File: config.mk
export PLATFORM = sky130hd
export DESIGN_NAME = peer_contact_table_top
export DESIGN_NICKNAME = d
export VERILOG_FILES = /design/src/pct_pkg.sv /design/src/pct_ram.sv /design/src/pct_scan.sv /design/src/peer_contact_table_top.sv
export SDC_FILE = /design/constraint.sdc
export NUM_CORES = 1
export LEC_CHECK = 0
export ABC_AREA = 1
export BUFFER_PORTS_ARGS = -buffer_cell sky130_fd_sc_hd__clkbuf_2
export CAP_MARGIN = 10
export CORE_MARGIN = 2
export CORE_UTILIZATION = 53
export DETAILED_ROUTE_END_ITERATION = 10
export GPL_TIMING_DRIVEN = 0
export PLACE_DENSITY_LB_ADDON = 0.3
export SYNTH_ARGS = -nofsm -noshare
export SYNTH_HDL_FRONTEND = slang
export SYNTH_SLANG_ARGS = --single-unit
File: constraint.sdc
create_clock -name clk -period 4.7 [get_ports clk]
set_input_delay 0.94 -clock clk [delete_from_list [all_inputs] [get_ports clk]]
set_output_delay 0.94 -clock clk [all_outputs]
set_load 0.005 [all_outputs]
File: src/pct_pkg.sv
// Shared types and constants of the peer contact table.
package pct_pkg;

	localparam int PEER_W = 16;
	localparam int FLAG_W = 8;
	localparam int DAY_W = 27;
	localparam int SLOT_W = 4;

	localparam logic KIND_RECORD = 1'b0;
	localparam logic KIND_QUERY = 1'b1;

	// One command transaction.
	typedef struct packed {
		logic kind;
		logic [PEER_W-1:0] peer_id;
		logic [FLAG_W-1:0] flag_bits;
		logic [DAY_W-1:0] day_key;
	} cmd_t;

	// One result transaction.
	typedef struct packed {
		logic greet;
		logic found;
		logic [SLOT_W-1:0] slot;
		logic evicted;
		logic [FLAG_W-1:0] merged_flags;
	} res_t;

	// One table entry as stored in the memory.
	typedef struct packed {
		logic [PEER_W-1:0] peer;
		logic [FLAG_W-1:0] flags;
		logic [DAY_W-1:0] day;
	} entry_t;

	// Control from the sequencer to the scan unit.
	typedef struct packed {
		logic clear;
		logic valid;
	} scan_ctl_t;

	// Match status from the scan unit.
	typedef struct packed {
		logic hit;
		entry_t hit_entry;
	} scan_stat_t;

endpackage

File: src/pct_ram.sv
// Generic single-write, single-read synchronous RAM with registered read data.
module pct_ram #(
	parameter int WIDTH = 8,
	parameter int DEPTH = 16
) (
	input  logic                     clk,
	input  logic                     wr_en,
	input  logic [$clog2(DEPTH)-1:0] wr_addr,
	input  logic [WIDTH-1:0]         wr_data,
	input  logic                     rd_en,
	input  logic [$clog2(DEPTH)-1:0] rd_addr,
	output logic [WIDTH-1:0]         rd_data
);

	logic [WIDTH-1:0] mem_q [DEPTH];
	logic [WIDTH-1:0] rd_data_q;

	// Write port
	always_ff @(posedge clk) begin
		if (wr_en) begin
			mem_q[wr_addr] <= wr_data;
		end
	end

	// Registered read port
	always_ff @(posedge clk) begin
		if (rd_en) begin
			rd_data_q <= mem_q[rd_addr];
		end
	end

	assign rd_data = rd_data_q;

endmodule

File: src/pct_scan.sv
// Scan unit: finds the first matching peer and the oldest entry over a read stream.
module pct_scan import pct_pkg::*; #(
	parameter int ENTRIES = 16
) (
	input  logic                       clk,
	input  logic                       arst_n,
	input  scan_ctl_t                  ctl,
	input  logic [PEER_W-1:0]          key,
	input  entry_t                     rd_entry,
	output scan_stat_t                 stat,
	output logic [$clog2(ENTRIES)-1:0] hit_idx,
	output logic [$clog2(ENTRIES)-1:0] min_idx
);

	localparam int IDX_W = $clog2(ENTRIES);

	logic [IDX_W-1:0] cnt_q;
	logic             hit_q;
	logic [IDX_W-1:0] hit_idx_q;
	entry_t           hit_entry_q;
	logic [IDX_W-1:0] min_idx_q;
	logic [DAY_W-1:0] min_day_q;

	logic match;
	logic older;

	// First match only; strict less-than keeps the lowest index on equal days
	assign match = !hit_q && (rd_entry.peer == key);
	assign older = (cnt_q == '0) || (rd_entry.day < min_day_q);

	// Track index of the entry now on the read data
	always_ff @(posedge clk or negedge arst_n) begin
		if (!arst_n) begin
			cnt_q <= '0;
			hit_q <= 1'b0;
		end else if (ctl.clear) begin
			cnt_q <= '0;
			hit_q <= 1'b0;
		end else if (ctl.valid) begin
			cnt_q <= cnt_q + 1'b1;
			if (match) begin
				hit_q <= 1'b1;
			end
		end
	end

	// Capture matched entry and running minimum
	always_ff @(posedge clk) begin
		if (ctl.valid && !ctl.clear) begin
			if (match) begin
				hit_idx_q   <= cnt_q;
				hit_entry_q <= rd_entry;
			end
			if (older) begin
				min_idx_q <= cnt_q;
				min_day_q <= rd_entry.day;
			end
		end
	end

	assign stat.hit       = hit_q;
	assign stat.hit_entry = hit_entry_q;
	assign hit_idx        = hit_idx_q;
	assign min_idx        = min_idx_q;

endmodule

File: src/peer_contact_table_top.sv
// Top level of the peer contact table: sequencer, fill count, entry memory and scan unit.
//
// A command is taken when start is high and busy is low. The block then reads every
// filled entry through the single read port of its entry memory, one entry a cycle,
// then decides once the registered read data has passed the scan unit; the result
// shows on result for one cycle with done high, and the receiver cannot hold it off.
// busy stays high through the scan, drain and decide states (only the decide state
// while the table is empty), so the sweep over the filled entries sets how long busy
// stays high; done is registered from the decide state.
// A new command may be taken in the cycle that shows the previous result.
module peer_contact_table_top import pct_pkg::*; #(
	parameter int ENTRIES = 16
) (
	input  logic clk,
	input  logic arst_n,
	input  logic start,
	input  cmd_t cmd,
	output logic busy,
	output logic done,
	output res_t result
);

	localparam int IDX_W = $clog2(ENTRIES);
	localparam int FILL_W = $clog2(ENTRIES + 1);
	localparam int ENT_W = $bits(entry_t);
	localparam int SW = (IDX_W > SLOT_W) ? IDX_W : SLOT_W;

	typedef enum logic [3:0] {
		S_IDLE   = 4'b0001,
		S_SCAN   = 4'b0010,
		S_DRAIN  = 4'b0100,
		S_DECIDE = 4'b1000
	} state_t;

	state_t            state_q;
	cmd_t              cmd_q;
	logic [FILL_W-1:0] fill_q;
	logic [IDX_W-1:0]  addr_q;
	logic              rd_valid_s1;
	logic              done_q;
	res_t              res_q;

	logic              accept;
	logic              rd_en;
	logic              last_rd;
	logic              full;
	scan_ctl_t         scan_ctl;
	scan_stat_t        scan_stat;
	logic [IDX_W-1:0]  hit_idx;
	logic [IDX_W-1:0]  min_idx;
	logic [ENT_W-1:0]  rd_word;
	entry_t            rd_entry;

	logic              wr_en;
	logic [IDX_W-1:0]  wr_idx;
	entry_t            wr_entry;
	logic              fill_inc;
	res_t              res_d;
	logic [SW-1:0]     slot_wide;

	assign accept   = start && (state_q == S_IDLE);
	assign busy     = (state_q != S_IDLE);
	assign rd_en    = (state_q == S_SCAN);
	assign last_rd  = (FILL_W'(addr_q) + 1'b1) == fill_q;
	assign full     = (fill_q == FILL_W'(ENTRIES));
	assign rd_entry = entry_t'(rd_word);

	assign scan_ctl.clear = accept;
	assign scan_ctl.valid = rd_valid_s1;

	// Sequencer
	always_ff @(posedge clk or negedge arst_n) begin
		if (!arst_n) begin
			state_q     <= S_IDLE;
			addr_q      <= '0;
			rd_valid_s1 <= 1'b0;
		end else begin
			rd_valid_s1 <= rd_en;
			case (state_q)
				S_IDLE: begin
					addr_q <= '0;
					if (start) begin
						state_q <= (fill_q == '0) ? S_DECIDE : S_SCAN;
					end
				end
				S_SCAN: begin
					addr_q <= addr_q + 1'b1;
					if (last_rd) begin
						state_q <= S_DRAIN;
					end
				end
				S_DRAIN: begin
					state_q <= S_DECIDE;
				end
				S_DECIDE: begin
					state_q <= S_IDLE;
				end
				default: begin
					state_q <= S_IDLE;
				end
			endcase
		end
	end

	// Hold the command for the whole transaction
	always_ff @(posedge clk) begin
		if (accept) begin
			cmd_q <= cmd;
		end
	end

	// Decide: pick the entry, build the write-back and the result
	always_comb begin
		wr_en     = 1'b0;
		wr_idx    = '0;
		fill_inc  = 1'b0;
		res_d     = '0;
		wr_entry.peer  = cmd_q.peer_id;
		wr_entry.flags = cmd_q.flag_bits;
		wr_entry.day   = cmd_q.day_key;
		res_d.found = scan_stat.hit;
		if (cmd_q.kind == KIND_RECORD) begin
			if (scan_stat.hit) begin
				wr_idx         = hit_idx;
				wr_entry.flags = scan_stat.hit_entry.flags | cmd_q.flag_bits;
			end else if (!full) begin
				wr_idx   = fill_q[IDX_W-1:0];
				fill_inc = 1'b1;
			end else begin
				wr_idx        = min_idx;
				res_d.evicted = 1'b1;
			end
			wr_en              = (state_q == S_DECIDE);
			res_d.merged_flags = wr_entry.flags;
		end else begin
			if (scan_stat.hit) begin
				wr_idx             = hit_idx;
				res_d.greet        = (scan_stat.hit_entry.day != cmd_q.day_key);
				res_d.merged_flags = scan_stat.hit_entry.flags;
			end else begin
				res_d.greet = 1'b1;
			end
		end
		slot_wide  = SW'(wr_idx);
		res_d.slot = (cmd_q.kind == KIND_QUERY && !scan_stat.hit) ? '0 : slot_wide[SLOT_W-1:0];
	end

	// Fill count and result strobe
	always_ff @(posedge clk or negedge arst_n) begin
		if (!arst_n) begin
			fill_q <= '0;
			done_q <= 1'b0;
		end else begin
			done_q <= (state_q == S_DECIDE);
			if (wr_en && fill_inc) begin
				fill_q <= fill_q + 1'b1;
			end
		end
	end

	// Result register
	always_ff @(posedge clk) begin
		if (state_q == S_DECIDE) begin
			res_q <= res_d;
		end
	end

	assign done   = done_q;
	assign result = res_q;

	pct_ram #(
		.WIDTH(ENT_W),
		.DEPTH(ENTRIES)
	) u_ram (
		.clk    (clk),
		.wr_en  (wr_en),
		.wr_addr(wr_idx),
		.wr_data(ENT_W'(wr_entry)),
		.rd_en  (rd_en),
		.rd_addr(addr_q),
		.rd_data(rd_word)
	);

	pct_scan #(
		.ENTRIES(ENTRIES)
	) u_scan (
		.clk     (clk),
		.arst_n  (arst_n),
		.ctl     (scan_ctl),
		.key     (cmd_q.peer_id),
		.rd_entry(rd_entry),
		.stat    (scan_stat),
		.hit_idx (hit_idx),
		.min_idx (min_idx)
	);

	// Fill count never passes the table size
	a_fill_bound: assert property (@(posedge clk) disable iff (!arst_n)
		fill_q <= FILL_W'(ENTRIES))
		else $error("fill count above table size");

	// A result follows only a decide cycle
	a_done_after_decide: assert property (@(posedge clk) disable iff (!arst_n)
		done |-> $past(state_q == S_DECIDE))
		else $error("result strobe without decide");

	// An accepted transaction makes the block busy
	a_accept_busy: assert property (@(posedge clk) disable iff (!arst_n)
		(start && !busy) |=> busy)
		else $error("accepted transaction did not start");

	// The table is written only by a record in its decide cycle
	a_write_record: assert property (@(posedge clk) disable iff (!arst_n)
		wr_en |-> (state_q == S_DECIDE) && (cmd_q.kind == KIND_RECORD))
		else $error("table write outside a record decide");

	// Reads never run past the filled entries
	a_read_in_fill: assert property (@(posedge clk) disable iff (!arst_n)
		rd_en |-> (FILL_W'(addr_q) < fill_q))
		else $error("read beyond filled entries");

endmodule
== Yosys cells after proc, flatten, opt, wreduce, memory -nomap -nowiden ==
Memories as Yosys holds them, arrays and structs flattened. A register that Yosys moved wholly into a read port is not among the register bits.
Cells that the tools add are included.

* Add/sub/neg operators: 4
* $lt $le $gt $ge: 1
* Equal/unequal tests: 11
* Muxes and demuxes: 26
* Bitwise logic cells: 1
* Reductions and logical operators: 18

{| class="wikitable"
|+ Operators with widths
! kind !! count
|-
| $mux W4 || 9
|-
| $mux W8 || 4
|-
| $lt A27 B27 Y1 || 1
|-
| $ne A27 B27 Y1 || 1
|-
| $eq A16 B16 Y1 || 1
|-
| $pmux W4 S3 || 1
|-
| $mux W1 || 11
|-
| $add A4 B1 Y4 const B || 2
|-
| $or A8 B8 Y8 || 1
|-
| $pmux W4 S2 || 1
|-
| $reduce_and A2 Y1 || 4
|-
| $reduce_bool A2 Y1 || 3
|-
| $add A4 B1 Y5 const B || 1
|-
| $add A5 B1 Y5 const B || 1
|-
| $eq A5 B5 Y1 || 1
|-
| $eq A5 B5 Y1 const B || 1
|-
| $logic_and A1 B1 Y1 || 5
|-
| $logic_not A5 Y1 || 1
|-
| $eq A4 B1 Y1 const B || 1
|-
| $eq A4 B2 Y1 const B || 1
|-
| $eq A4 B3 Y1 const B || 1
|-
| $eq A4 B4 Y1 const B || 1
|-
| $logic_not A4 Y1 || 1
|-
| $ne A4 B1 Y1 const B || 1
|-
| other kinds (5) || 6
|}

* Flip-flop bits (word level): 157
* Memory bits (writable): 816
* Logic and storage cells: 83
* Memories: 1

{| class="wikitable"
|+ Memory list
! name !! depth !! width !! read ports !! clocked after Yosys merged registers in !! write ports !! RTL line !! source
|-
| u_ram.mem_q || 16 || 51 || 1 || 1 || 1 || pct_ram.sv:15 || <nowiki>logic [WIDTH-1:0] mem_q [DEPTH];</nowiki>
|}

== Logic depth before layout (Yosys ltp) ==
* Word-level depth: 5
* Depth in mapped cells: 11
* Depth with buffers taken out: 11

== Hierarchy ==
A second synthesis with hierarchy kept.

* Cell total of the unflattened synthesis: 3994
* Area, all modules: 43782.0 µm²

{| class="wikitable"
|+ By module, submodules not included
! module !! times used !! cells an instance !! area an instance (µm²) !! sequential area each (µm²)
|-
| pct_ram || 1 || 3361 || 36298.6 || 26035.0
|-
| pct_scan || 1 || 302 || 3902.5 || 2707.6
|-
| peer_contact_table_top || 1 || 331 || 3580.9 || 2388.5
|}

== Least setup slack after synthesis ==
OpenSTA, ideal clock, no wires.

* Kind: reg2reg
* Start: reg fill_q[0]
* End: mem u_ram.mem_q[4][0] in the netlist's numbering, enable pin
* Data arrival time: 3536 ps
* Required time: 4240 ps
* Setup slack: 704 ps
* Stages on the path, launching flop included: 11
* Buffers on the path: 0
* Path through: dfrtp_1 -> inv_1 -> ha_1 -> inv_1 -> nor3_2 -> nand2_2 -> nor2_4 -> a21oi_2 -> nor2_1 -> nand2_1 -> nor2_1

* Cells in the longest elaborated chain, start to end: 4

{| class="wikitable"
|+ RTL lines
! item !! RTL line !! source
|-
| start: declaration || peer_contact_table_top.sv:37 || <nowiki>logic [FILL_W-1:0] fill_q;</nowiki>
|-
| start signal: assignment || peer_contact_table_top.sv:156 || <nowiki>fill_q <= fill_q + 1'b1;</nowiki>
|-
| $eq A5 B5 Y1 || peer_contact_table_top.sv:65 || <nowiki>assign full = (fill_q == FILL_W'(ENTRIES));</nowiki>
|-
| $mux W4 (*) || peer_contact_table_top.sv:126 || <nowiki>end else if (!full) begin</nowiki>
|-
| $mux W4 (*) || peer_contact_table_top.sv:123 || <nowiki>if (scan_stat.hit) begin</nowiki>
|-
| $mux W4 (*) || peer_contact_table_top.sv:122 || <nowiki>if (cmd_q.kind == KIND_RECORD) begin</nowiki>
|-
| end: declaration || pct_ram.sv:15 ||
|}

Mark *: on every way between the ends. The rest lies on a longest branch, timed or not.

== Final worst setup path ==
* Start: reg u_scan.hit_q
* End: mem u_ram.mem_q[3][28] in the netlist's numbering, enable pin

* Cells in the longest elaborated chain, start to end: 2
* Elaborated cells on any way between the ends: 3
* Classes of those cells: 3 x mux

{| class="wikitable"
|+ RTL lines
! item !! RTL line !! source
|-
| start: declaration || pct_scan.sv:18 || <nowiki>logic hit_q;</nowiki>
|-
| start signal: assignment || pct_scan.sv:35 || <nowiki>hit_q <= 1'b0;</nowiki>
|-
| start signal: assignment || pct_scan.sv:38 || <nowiki>hit_q <= 1'b0;</nowiki>
|-
| start signal: assignment || pct_scan.sv:42 || <nowiki>hit_q <= 1'b1;</nowiki>
|-
| $mux W4 (on tied branches) || peer_contact_table_top.sv:123, peer_contact_table_top.sv:136 ||
|-
| $mux W4 (*) || peer_contact_table_top.sv:122 ||
|}

Marked as above.

==> results.cfg <==
[detailed_routing]
via_per_inst = 5.98
wirelength_mm = 115
drt_iter0_markers = 4079
ant_nets = 0
drt-pass1-iter-count = 6
num_vias = 26600
avgRoutedWirePerCell_um = 25.9
drt_drc_violations_left = 0

[power]
total_power_mw = 23.7
p_leak_nw = 16.3
peakVddDrop_uv = 346
powerDensity_nw_per_um2 = 510

[critical_path]
r2r-start = u_scan.hit_q
worstSetupStartpointType = flop
r2r-end = u_ram.mem_q[3][28]
arrival_ps = 4270
cp_max_fo = 20
r2r_cells = 8
cp.required_ps = 5060
endpoint_kind = flop
rrSetupSlack_ps = 780
path_class = flop to flop

[synth]
netlist_instances = 3119
synth_top_area_cell = edfxtp_1
synth_area_leaders = edfxtp_1 (74%), nand2_1 (4.5%), nor2_1 (4.4%)
ys_seq_area_share_pct = 75.3
synth_ff_type = edfxtp_1
synth_edf_count = 1004
postSynth.asyncResetShare_pct = 1.95
synthesis.area_um2 = 40700
ys_types = 39
avgSynthCellArea_um2 = 13.0
syn_nets = 3205
yosysWarnings = 0
synth_top_area_share_pct = 74.1
synth-seq-cells = 1024

[min_path]
hp-class = primary input to asynchronous set/reset pin

[clock_tree]
cts.clk_slew.worst_paths_ps = 60
worstSkewPairLatency_ps = 680
root_buffer = clkbuf_16
cts_hold_buffers = 0
cts_tree = done
cts_buffers = 105
clockBufferDepth = 3
post_cts_resized = 0
cts.sinks = 1024
htree_levels = 3
postCtsSetupBuffers = 0

[finish]
drive_gt1_share_pct = 11.0
syn_to_final_growth_pct = 14.2
stdcell_area_um2 = 46500
fin_util_pct = 61.2
final_net_count = 3426
antennaDiodeCount = 0
final_cells = 4451

[place]
placed_cells = 4262
finalWeightedCongestion = 0.906
hpwl_mm = 77.1
place_ws_ps = 902
portBuffers = 71
post_dp_cell_area_um2 = 43400

[run]
cap_violations = 0

[floorplanning]
chipWidth_um = 281
rows = 101
start_util_pct = 53.6
die_h_um = 281
ios = 72
dieArea_um2 = 79000
coreArea_um2 = 75900

[sta]
finalSetupViolCount = 0
timing.hold.ws_ps = 237
fmax_mhz = 255
hold_viol = 0
slew_headroom_pct = 28.4
period_needed_ps = 3920
worst_pin_slew_ps = 1070
rsz0062_at_grt = no
fin_skew_ps = 28.4
setup_ws_ps = 782
finalSetupTns_ps = 0
finalMaxSlewViolations = 0
post-route-period-util_pct = 83.4

[global_routing]
antenna_found_initial = 1
grt_overflow = 0
grt_usage_pct = 29.3
grt_max_degree = 55
grt_pass1_vias = 25600
grt_pass1_wl_mm = 166

[run_status]
outcome = finished clean
==> worst max-delay path, stage by stage, from the launching register on <==
cell	delay [ps]
dfrtp_1	730
inv_2	420
nand2_2	240
o21ai_0	120
a21oi_1	390
nand2_1	390
nor2_4	820
buf_16	250
buf_16	190
==> final cells by class <==
type	count	area, um^2
clock inverter	50	308
sequential	1024	30700
inverter	257	967
clock buffer	138	2770
buffer	159	837
fill	5535	29500
timing repair buffer	114	1270
tap	1030	1290
multi-input combinational	1679	8400
==> synthesized netlist by cell type (2+ instances only) <==
cell type,number
a21o_1,3
a21oi_1,35
buf_1,5
buf_2,66
buf_4,20
buf_6,11
clkbuf_1,57
dfrtp_1,19
edfxtp_1,1004
ha_1,31
inv_1,247
inv_2,9
nand2_1,484
nand2_2,3
nand3_1,96
nand3b_1,5
nand4_1,5
nor2_1,472
nor3_2,3
nor4_1,2
o2111ai_1,84
o211ai_1,123
o21ai_0,218
o21ai_1,58
o22ai_1,21
o31ai_1,8
or2_1,2
xnor2_1,7
xor2_1,11
==> layer usage <==
layer	GRT usage (%)	vias to the layer above	part of all wire, %
met5	0	-	0
met4	14.5	0	5.1
met3	6.22	316	12
met2	46.1	1820	46
met1	38.9	12900	36
li1	-	11600	-
==> power breakdown <==
part | internal [mW] | switching [mW] | total, mW
Sequential | 10.8 | 0.541 | 11.3
Combinational | 1.25 | 3.52 | 4.77
Clock | 4.24 | 3.36 | 7.59
==> kinds of logic after synthesis <==
kind of cell    after synthesis  share of synthesized area, %
flops                      1024                          75.3
fa+ha+maj                    31                         0.953
buf+inv                     416                          4.43
xor+xnor                     18                         0.387
compound gates              553                          8.49
simple gates               1077                          10.4
==> cell usage in the layout (no fill, tap or decap), types with 7 or more instances in the layout <==
cell type,instances
dfrtp_1,19
xor2_1,11
o21ai_0,218
clkinv_1,33
o21ai_1,58
a21oi_1,34
inv_1,245
nor2_1,456
o211ai_1,123
o2111ai_1,84
nor2_4,17
buf_6,11
buf_12,19
clkinv_2,8
clkbuf_1,89
nand3_1,96
o22ai_1,21
inv_2,10
clkbuf_16,106
clkbuf_2,71
ha_1,31
buf_4,23
edfxtp_1,1004
buf_16,18
xnor2_1,7
buf_2,69
nand2_1,484
==> registers in the layout, summed over array words and instances, names as in the netlist <==
name	count
u_scan.min_idx	4
result	15
fill_q	5
rd_valid_s1	1
done	1
u_scan.hit_q	1
u_ram.rd_data	51
u_scan.cnt_q	4
addr_q	4
cmd_q	52
u_scan.stat	35
u_scan.hit_idx	4
u_ram.mem_q	816
state_q	4
u_scan.min_day_q	27
==> worst max path at each step <==
stage	startpoint	endpoint	slack (ps)	cells past startpoint
finish	u_scan.hit_q	u_ram.mem_q[3][28]	780	8
global route	u_scan.hit_q	u_ram.mem_q[3][28]	740	8
CTS	u_scan.hit_q	u_ram.mem_q[3][28]	790	8
detailed placement	u_scan.hit_q	u_ram.mem_q[3][28]	900	8
global placement	u_scan.hit_q	u_ram.mem_q[4][46]	-2440	6
floorplan	fill_q[0]	u_ram.mem_q[4][0]	700	10
Note: power is estimated with default switching activity, not from simulation.
